--- src/hdl/jse_pkg.sv ---
package jse_pkg;

   localparam int MAX_PEOPLE = 4096;
   localparam int ADDR_W     = $clog2(MAX_PEOPLE);
   localparam int CNT_W      = 13;
   localparam int STEP_W     = 16;
   localparam int REQ_DATA_W = 32;
   localparam int RSP_DATA_W = 16;

   typedef enum logic [2:0] {
      ST_IDLE,
      ST_BUILD,
      ST_WALK,
      ST_HOP,
      ST_SPLICE,
      ST_FINISH
   } ctrl_state_type;

   typedef struct packed {
      logic              ren;
      logic [ADDR_W-1:0] raddr;
      logic              wen;
      logic [ADDR_W-1:0] waddr;
      logic [ADDR_W-1:0] wdata;
   } ram_cmd_type;

   typedef struct packed {
      logic             valid;
      logic [CNT_W-1:0] survivor;
   } done_type;

endpackage

--- src/hdl/jse_walk_ctrl.sv ---
module jse_walk_ctrl (
   input  logic                          clock,
   input  logic                          reset,
   input  logic                          req_valid,
   input  logic [jse_pkg::CNT_W-1:0]     req_count,
   input  logic [jse_pkg::STEP_W-1:0]    req_step,
   output logic                          req_ready,
   output jse_pkg::ram_cmd_type          ram_cmd,
   input  logic [jse_pkg::ADDR_W-1:0]    ram_rdata,
   output jse_pkg::done_type             done,
   input  logic                          done_taken
);
   import jse_pkg::*;

   ctrl_state_type    state_ff, state_in;
   logic [ADDR_W-1:0] last_ff, last_in;
   logic [ADDR_W-1:0] idx_ff, idx_in;
   logic [ADDR_W-1:0] cur_ff, cur_in;
   logic [STEP_W-1:0] step_ff, step_in;
   logic [STEP_W-1:0] hops_ff, hops_in;
   logic [CNT_W-1:0]  remaining_ff, remaining_in;
   logic [CNT_W-1:0]  count_sat;

   always_ff @(posedge clock) begin
      if (reset) begin
         state_ff     <= ST_IDLE;
         remaining_ff <= '0;
      end else begin
         state_ff     <= state_in;
         remaining_ff <= remaining_in;
      end
   end

   always_ff @(posedge clock) begin
      last_ff <= last_in;
      idx_ff  <= idx_in;
      cur_ff  <= cur_in;
      step_ff <= step_in;
      hops_ff <= hops_in;
   end

   // clamp the count into 1..MAX_PEOPLE
   always_comb begin
      if (req_count == '0) begin
         count_sat = CNT_W'(1);
      end else if (req_count > CNT_W'(MAX_PEOPLE)) begin
         count_sat = CNT_W'(MAX_PEOPLE);
      end else begin
         count_sat = req_count;
      end
   end

   always_comb begin
      state_in     = state_ff;
      last_in      = last_ff;
      idx_in       = idx_ff;
      cur_in       = cur_ff;
      step_in      = step_ff;
      hops_in      = hops_ff;
      remaining_in = remaining_ff;
      req_ready    = 1'b0;
      ram_cmd      = '0;
      done.valid   = 1'b0;
      done.survivor = CNT_W'(cur_ff) + CNT_W'(1);

      unique case (state_ff)
         ST_IDLE: begin
            req_ready = 1'b1;
            if (req_valid) begin
               last_in  = ADDR_W'(count_sat - CNT_W'(1));
               step_in  = (req_step == '0) ? STEP_W'(1) : req_step;
               idx_in   = '0;
               state_in = ST_BUILD;
            end
         end
         ST_BUILD: begin
            // link each position to the one after it, the last back to the first
            ram_cmd.wen   = 1'b1;
            ram_cmd.waddr = idx_ff;
            ram_cmd.wdata = (idx_ff == last_ff) ? '0 : idx_ff + ADDR_W'(1);
            idx_in        = idx_ff + ADDR_W'(1);
            if (idx_ff == last_ff) begin
               cur_in       = last_ff;
               remaining_in = CNT_W'(last_ff) + CNT_W'(1);
               hops_in      = step_ff - STEP_W'(1);
               state_in     = (last_ff == '0) ? ST_FINISH : ST_WALK;
            end
         end
         ST_WALK: begin
            ram_cmd.ren   = 1'b1;
            ram_cmd.raddr = cur_ff;
            state_in      = ST_HOP;
         end
         ST_HOP: begin
            // follow the link just read; the final read yields the victim's successor
            ram_cmd.ren   = 1'b1;
            ram_cmd.raddr = ram_rdata;
            if (hops_ff != '0) begin
               cur_in  = ram_rdata;
               hops_in = hops_ff - STEP_W'(1);
            end else begin
               state_in = ST_SPLICE;
            end
         end
         ST_SPLICE: begin
            // unlink the victim
            ram_cmd.wen   = 1'b1;
            ram_cmd.waddr = cur_ff;
            ram_cmd.wdata = ram_rdata;
            remaining_in  = remaining_ff - CNT_W'(1);
            hops_in       = step_ff - STEP_W'(1);
            state_in      = (remaining_ff == CNT_W'(2)) ? ST_FINISH : ST_WALK;
         end
         ST_FINISH: begin
            done.valid = 1'b1;
            if (done_taken) begin
               state_in = ST_IDLE;
            end
         end
         default: begin
            state_in = ST_IDLE;
         end
      endcase
   end

endmodule

--- config.mk ---
export PLATFORM = sky130hd
export DESIGN_NAME = jse_walk_ctrl
export DESIGN_NICKNAME = d
export VERILOG_FILES = /design/src/hdl/jse_pkg.sv /design/src/hdl/jse_walk_ctrl.sv
export SDC_FILE = /design/constraint.sdc
export NUM_CORES = 1
export LEC_CHECK = 0
export BUFFER_PORTS_ARGS = -buffer_cell sky130_fd_sc_hd__buf_2
export CORE_MARGIN = 2
export CORE_UTILIZATION = 61
export DETAILED_ROUTE_END_ITERATION = 8
export HOLD_SLACK_MARGIN = 0.05
export PLACE_DENSITY_LB_ADDON = 0.08
export SKIP_CTS_REPAIR_TIMING = 1
export SYNTH_ARGS = -nofsm -noshare
export SYNTH_HDL_FRONTEND = slang
export SYNTH_SLANG_ARGS = --single-unit
--- constraint.sdc ---
create_clock -name clock -period 10.6 [get_ports clock]
set_clock_uncertainty 0.15 [all_clocks]
set_input_delay 2.65 -clock clock [delete_from_list [all_inputs] [get_ports clock]]
set_output_delay 2.65 -clock clock [all_outputs]
set_load 0.005 [all_outputs]
==> results of run 1 <==
state kept, by name, summed over array words and instances (netlist names):
signal	flops
remaining_ff	13
step_ff	16
cur_ff	12
hops_ff	16
last_ff	12
state_ff	3
idx_ff	12
area by class of cell:
type / instances / area (µm²)
Clock buffer: 11 / 131
Inverter: 13 / 48.8
Timing Repair Buffer: 101 / 515
Sequential cell: 84 / 2360
Fill cell: 681 / 2540
Tap cell: 108 / 135
Clock inverter: 5 / 83.8
Multi-Input combinational cell: 443 / 2820
cell families (layout without fill, tap and decap cells):
| group | after synthesis | in the layout | share of synthesized area |
|---|---|---|---|
| flip-flops | 84 | 84 | 0.438 |
| AND/OR/NAND/NOR | 261 | 261 | 0.246 |
| buffers and inverters | 52 | 130 | 0.0411 |
| adder cells (fa/ha/maj) | 8 | 8 | 0.0186 |
| XOR/XNOR | 62 | 62 | 0.101 |
| multiplexers | 17 | 17 | 0.0371 |
| AO/OA/AOI/OAI | 95 | 95 | 0.118 |
metal layers:
metal	GRT usage	vias up	routed length, µm
met2	0.417	247	5860
met3	0.0494	23	1100
met1	0.363	2176	5420
li1	-	2238	-
met5	0	-	0
met4	0.0951	0	265
worst register-to-register path: stages, from the launching register on:
cell      delay (ns)
edfxtp_1        0.54
xor2_1          0.21
nor4_2          0.39
nand3_2         0.33
nand2_1         0.17
nand2_1         0.07
nor2_1          0.84
power by group through the flow:
| stage | Sequential, W | Combinational (W) | Clock (W) |
|---|---|---|---|
| after detailed placement | 0.000609 | 0.000556 | 0 |
| after global routing | 0.000619 | 0.000613 | 0.000271 |
| final | 0.000608 | 0.000560 | 0.000252 |
| after global placement | 0.000606 | 0.000544 | 0 |
| after floorplan | 0.000562 | 0.000414 | 0 |
| after CTS | 0.000602 | 0.000558 | 0.000254 |
stage by stage:
stage	hold WS (ns)	util	worst slack [ns]
floorplan	0.315	-	4.94
CTS	0.367	0.706	4.71
detailed placement	0.353	0.681	4.71
finish	0.371	0.706	4.71
global placement	0.336	0.681	4.73
global route	0.391	0.706	4.69
worst max path at each step:
stage,startpoint,endpoint
floorplan,req_valid,idx_ff[0]$_SDFFCE_PN0P_
global route,ram_rdata[0],ram_cmd[0]
global placement,ram_rdata[6],ram_cmd[31]
finish,ram_rdata[0],ram_cmd[0]
detailed placement,ram_rdata[0],ram_cmd[0]
CTS,ram_rdata[0],ram_cmd[0]
placed cells by master (no fill, tap or decap), drive strengths merged, types with 3 or more instances in the layout:
| cell | n |
|---|---|
| buf | 101 |
| nand2 | 100 |
| edfxtp | 68 |
| nor2 | 51 |
| xor2 | 32 |
| xnor2 | 30 |
| nand3 | 26 |
| o21ai | 25 |
| a22o | 19 |
| a21oi | 19 |
| nor4 | 18 |
| dfxtp | 16 |
| mux2i | 16 |
| nor3 | 15 |
| inv | 14 |
| clkbuf | 11 |
| and3 | 9 |
| a31oi | 8 |
| ha | 8 |
| nand4 | 8 |
| and2 | 5 |
| nand2b | 4 |
| and4 | 4 |
| or3 | 4 |
| o211ai | 4 |
| a211oi | 4 |
| nor3b | 4 |
| nor2b | 3 |
| o22ai | 3 |
| nor4b | 3 |
synth_stat cells (2+ instances only):
master / number
nand2_1: 100
edfxtp_1: 68
nor2_1: 49
xor2_1: 32
clkbuf_1: 31
xnor2_1: 30
o21ai_0: 25
nand3_1: 24
a22o_1: 19
a21oi_1: 18
dfxtp_1: 16
nor4_1: 15
nor3_1: 14
inv_1: 13
mux2i_1: 13
and3_1: 9
a31oi_1: 8
ha_1: 8
nand4_1: 7
and2_1: 5
a211oi_1: 4
and4_1: 4
nand2b_1: 4
o211ai_1: 4
or3_1: 4
buf_2: 3
nor2b_1: 3
nor3b_1: 3
nor4_2: 3
o22ai_1: 3
a32oi_1: 2
buf_4: 2
buf_6: 2
mux2i_4: 2
nand3_2: 2
nor4b_1: 2
o31ai_1: 2
or2_2: 2
or4_1: 2
==> results.yml, run 1 <==
outcome:
  outcome: "finished clean"
min_path:
  hold_path.class: "register to register"
  min_to: "remaining_ff[2]$_SDFFE_PP0P_"
  holdPathStages: 2
  min-delay-start: "remaining_ff[2]$_SDFFE_PP0P_"
synth:
  async_flop_share: 0
  ys_warn_count: 0
  synth_top_area_frac: 0.379
  synth-edff-count: 68
  yosysSeqAreaShare: 0.438
  synth_area_um2: 5390
  syn_inst: 579
  ys_types: 61
  ys_top_cells_by_area: "edfxtp_1 (38%), nand2_1 (7.0%), dfxtp_1 (5.9%), xor2_1 (5.2%), xnor2_1 (4.9%)"
  synth_fp_nets: 632
  synth_ff_type: "edfxtp_1"
  synth_top_area_cell: "edfxtp_1"
  ys_ff_latch: 84
  synth.avg_cell_area_um2: 9.31
final_layout:
  layout-drive-gt1-share: 0.207
  syn_to_final_growth_pct: 13.1
  fin_cells: 765
  fin_area_um2: 6090
  diodes: 0
  nNetsFinal: 705
clock_network:
  clk_path_buf_depth: 2
  cts.sinks: 84
  cts_buffers: 9
  clock_latency_ns: 0.38
  path_clk_slew_ns: 0.10
  htreeDepth: 3
  cts_tree: "done"
  clockRootBuffer: "clkbuf_8"
sta:
  period_needed_ns: 5.89
  tightest_slew_ns: 1.12
  relSlewSlack: 0.250
  tns_ns: 0
  fmax_ghz: 0.170
  hold_viol: 0
  fin_crit_sh: 0.556
  setup-violations-final: 0
  slew_viol_final: 0
  rsz0062_at_grt: "false"
pwr:
  p_comb_frac: 0.395
  seqPwrFrac: 0.428
  leakage_nw: 2.38
  power_density_nw_per_um2: 233
  internal-power_w: 0.000852
  swShare: 0.399
  switchingPower_w: 0.000567
  ir_drop_uv: 106
  p_total_w: 0.00142
  p_clk_frac: 0.177
global_routing:
  grt_use_total: 0.262
  overflow: 0
  grt_pass1_vias: 4154
  grt_max_degree: 36
  grt_pass1_wl_um: 20300
  antenna_found_initial: 0
critical_path:
  crit_path_cell_trace: "buf_2 -> a22o_1 -> buf_2"
  cp.depth: 3
  crit_buf_inv: 2
  worst-path-max-fanout: 3
  critPathKind: "input port to primary output"
  end_kind: "primary output"
  cpLargestDelayFamily: "buffers and inverters"
  cp.arrival_ns: 3.09
  cp-start-kind: "input port"
  slowest_delay_ns: 0.20
  rr_endpoint: "cur_ff[10]$_DFFE_PP_"
  reg2reg_depth: 6
  cpMostUsedCell: "buf_2"
  r2r_start: "last_ff[6]$_DFFE_PP_"
  required_ns: 7.80
  rrSetupSlack_ns: 7.50
  cp_slowest_cell: "a22o_1"
floorplanning:
  die_h_um: 98
  start_util: 0.624
  core.rowCount: 34
  die_w_um: 98
  core_um2: 8640
  num_io_pins: 98
  fp.dieArea_um2: 9600
drt:
  drt_iter0_markers: 379
  vias: 4684
  finalWirelength_um: 12600
  first_pass_iters: 5
  postRouteAntennaNets: 0
  avgViaCountPerCell: 6.12
  drc: 0
  wl_per_cell_um: 16.5
place:
  io_buffer_count: 97
  placed_area_um2: 5880
  hpwl_um: 9390
  routabilityCongestion: 0.919
  place_inst: 749
flow_run:
  maxCapViolations: 0
No activity file was read; power rests on OpenSTA's default activity.
==> inputs of run 2 (changes only) <==
--- a/config.mk
+++ b/config.mk
@@ -7,7 +7,7 @@
 export LEC_CHECK = 0
 export BUFFER_PORTS_ARGS = -buffer_cell sky130_fd_sc_hd__buf_2
 export CORE_MARGIN = 2
-export CORE_UTILIZATION = 61
+export CORE_UTILIZATION = 57
 export DETAILED_ROUTE_END_ITERATION = 8
 export HOLD_SLACK_MARGIN = 0.05
 export PLACE_DENSITY_LB_ADDON = 0.08
==> constraint.sdc (replaced) <==
create_clock -name clock -period 6.1 [get_ports clock]
set_clock_uncertainty 0.15 [all_clocks]
set_input_delay 1.525 -clock clock [delete_from_list [all_inputs] [get_ports clock]]
set_output_delay 1.525 -clock clock [all_outputs]
set_load 0.005 [all_outputs]
==> results.yml, run 2 (same netlist as run 1, synthesis figures left out) <==
drt:
  drt_iter0_markers: 285
  drc: 0
  vias: 4746
  first_pass_iters: 5
  wl_per_cell_um: 17.2
  finalWirelength_um: 13200
  postRouteAntennaNets: 0
  avgViaCountPerCell: 6.18
final_layout:
  layout-drive-gt1-share: 0.210
  fin_area_um2: 6130
  layout.cells.most_common: "nand2_1"
  fill_cells: 751
  diodes: 0
  syn_to_final_growth_pct: 13.7
  layout_common_cells: "nand2_1 (100), buf_2 (97), edfxtp_1 (68)"
  regArea_um2: 2360
  multi_input_area_um2: 2820
  top_regs: "hops_ff: 16 flops, step_ff: 16 flops, remaining_ff: 13 flops"
  nNetsFinal: 705
pwr:
  internal-power_w: 0.00152
  swShare: 0.397
  seqPwrFrac: 0.415
  leakage_nw: 2.40
  ir_drop_uv: 203
  power_density_nw_per_um2: 412
  p_comb_frac: 0.394
  switchingPower_w: 0.00100
  p_clk_frac: 0.191
sta:
  relSlewSlack: 0.161
  period_needed_ns: 4.10
  setup_slack_ns: 2.00
  slew_viol_final: 0
  setup-violations-final: 0
  tns_ns: 0
  hold_viol: 0
  fmax_ghz: 0.244
  tightest_slew_ns: 1.25
  fin_crit_sh: 0.672
  rsz0062_at_grt: "false"
clock_network:
  htreeDepth: 3
  clk_path_buf_depth: 2
  clockRootBuffer: "clkbuf_8"
  clock_latency_ns: 0.36
  cts.sinks: 84
  cts_tree: "done"
  path_clk_slew_ns: 0.09
  cts_buffers: 9
critical_path:
  critPathKind: "register to primary output"
  worst-path-max-fanout: 18
  startpoint: "state_ff[0]$_SDFFE_PP0P_"
  r2r_start: "state_ff[1]$_SDFFE_PP0P_"
  end_kind: "primary output"
  cp.arrival_ns: 2.43
  cp-start-kind: "register"
  required_ns: 4.43
global_routing:
  antenna_found_initial: 0
  grt_use_total: 0.268
  overflow: 0
  grt_pass1_wl_um: 21400
  grt_max_degree: 34
  grt_pass1_vias: 4371
min_path:
  min-delay-start: "remaining_ff[1]$_SDFFE_PP0P_"
  hold_path.class: "register to register"
floorplanning:
  die_h_um: 101
  core.rowCount: 35
  die_w_um: 101
  fp.dieArea_um2: 10300
  num_io_pins: 98
  core_um2: 9200
  start_util: 0.586
outcome:
  outcome: "finished clean"
place:
  io_buffer_count: 97
  pre_cts_ws_ns: 2.43
  routabilityCongestion: 0.955
  placed_area_um2: 5880
  hpwl_um: 10100
flow_run:
  maxCapViolations: 0
run 2: changes by cell type in the layout (fill, tap and decap cells not counted):
cell,before,now
bufinv_16,2,3
inv_6,1,2
clkbuf_1,2,0
run 2: area by class of cell:
| type | count | area share |
|---|---|---|
| inverter | 13 | 0.00796 |
| tap | 111 | 0.0227 |
| multi-input combinational | 443 | 0.460 |
| sequential | 84 | 0.385 |
| clock inverter | 7 | 0.0200 |
| clock buffer | 9 | 0.0202 |
| timing repair buffer | 101 | 0.0841 |
run 2: worst max-delay path, stage by stage, from the launching register on:
cell,delay [ns]
dfxtp_1,0.53
nand2b_1,0.18
nor2_2,0.63
nand2_1,0.30
o21ai_0,0.27
buf_2,0.16
run 2: power by group through the flow:
| stage | Combinational, W | Sequential, W | Clock, W |
|---|---|---|---|
| 6_report | 0.000996 | 0.00105 | 0.000483 |
| 5_1_grt | 0.00109 | 0.00107 | 0.000511 |
| 4_1_cts | 0.000988 | 0.00104 | 0.000492 |
| 3_5_place_dp | 0.000986 | 0.00105 | 0 |
| 3_3_place_gp | 0.000966 | 0.00105 | 0 |
| 2_1_floorplan | 0.000719 | 0.000977 | 0 |
run 2: metal layers:
metal / wire length, µm / global-route usage
met1: 5430 / 0.339
met2: 6580 / 0.466
met3: 946 / 0.0469
met4: 229 / 0.0873
met5: 0 / 0
run 2: metrics by stage:
step / hold slack (ns) / instances / utilization / total power, W
floorplan: 0.315 / 579 / - / 0.00170
CTS: 0.358 / 768 / 0.667 / 0.00252
global route: 0.395 / 768 / 0.667 / 0.00268
finish: 0.358 / 768 / 0.667 / 0.00253
detailed placement: 0.346 / 752 / 0.640 / 0.00204
global placement: 0.337 / 752 / 0.640 / 0.00201
run 2: path summary, 6_finish.rpt:
path | depth (start not counted) | slack [ns] | to
hold reg to reg | 2 | 0.36 | remaining_ff[1]$_SDFFE_PP0P_
hold / removal | 2 | 0.36 | remaining_ff[1]$_SDFFE_PP0P_
setup / recovery | 5 | 2.00 | ram_cmd[5]
setup reg to reg | 8 | 2.58 | hops_ff[10]$_DFFE_PP_
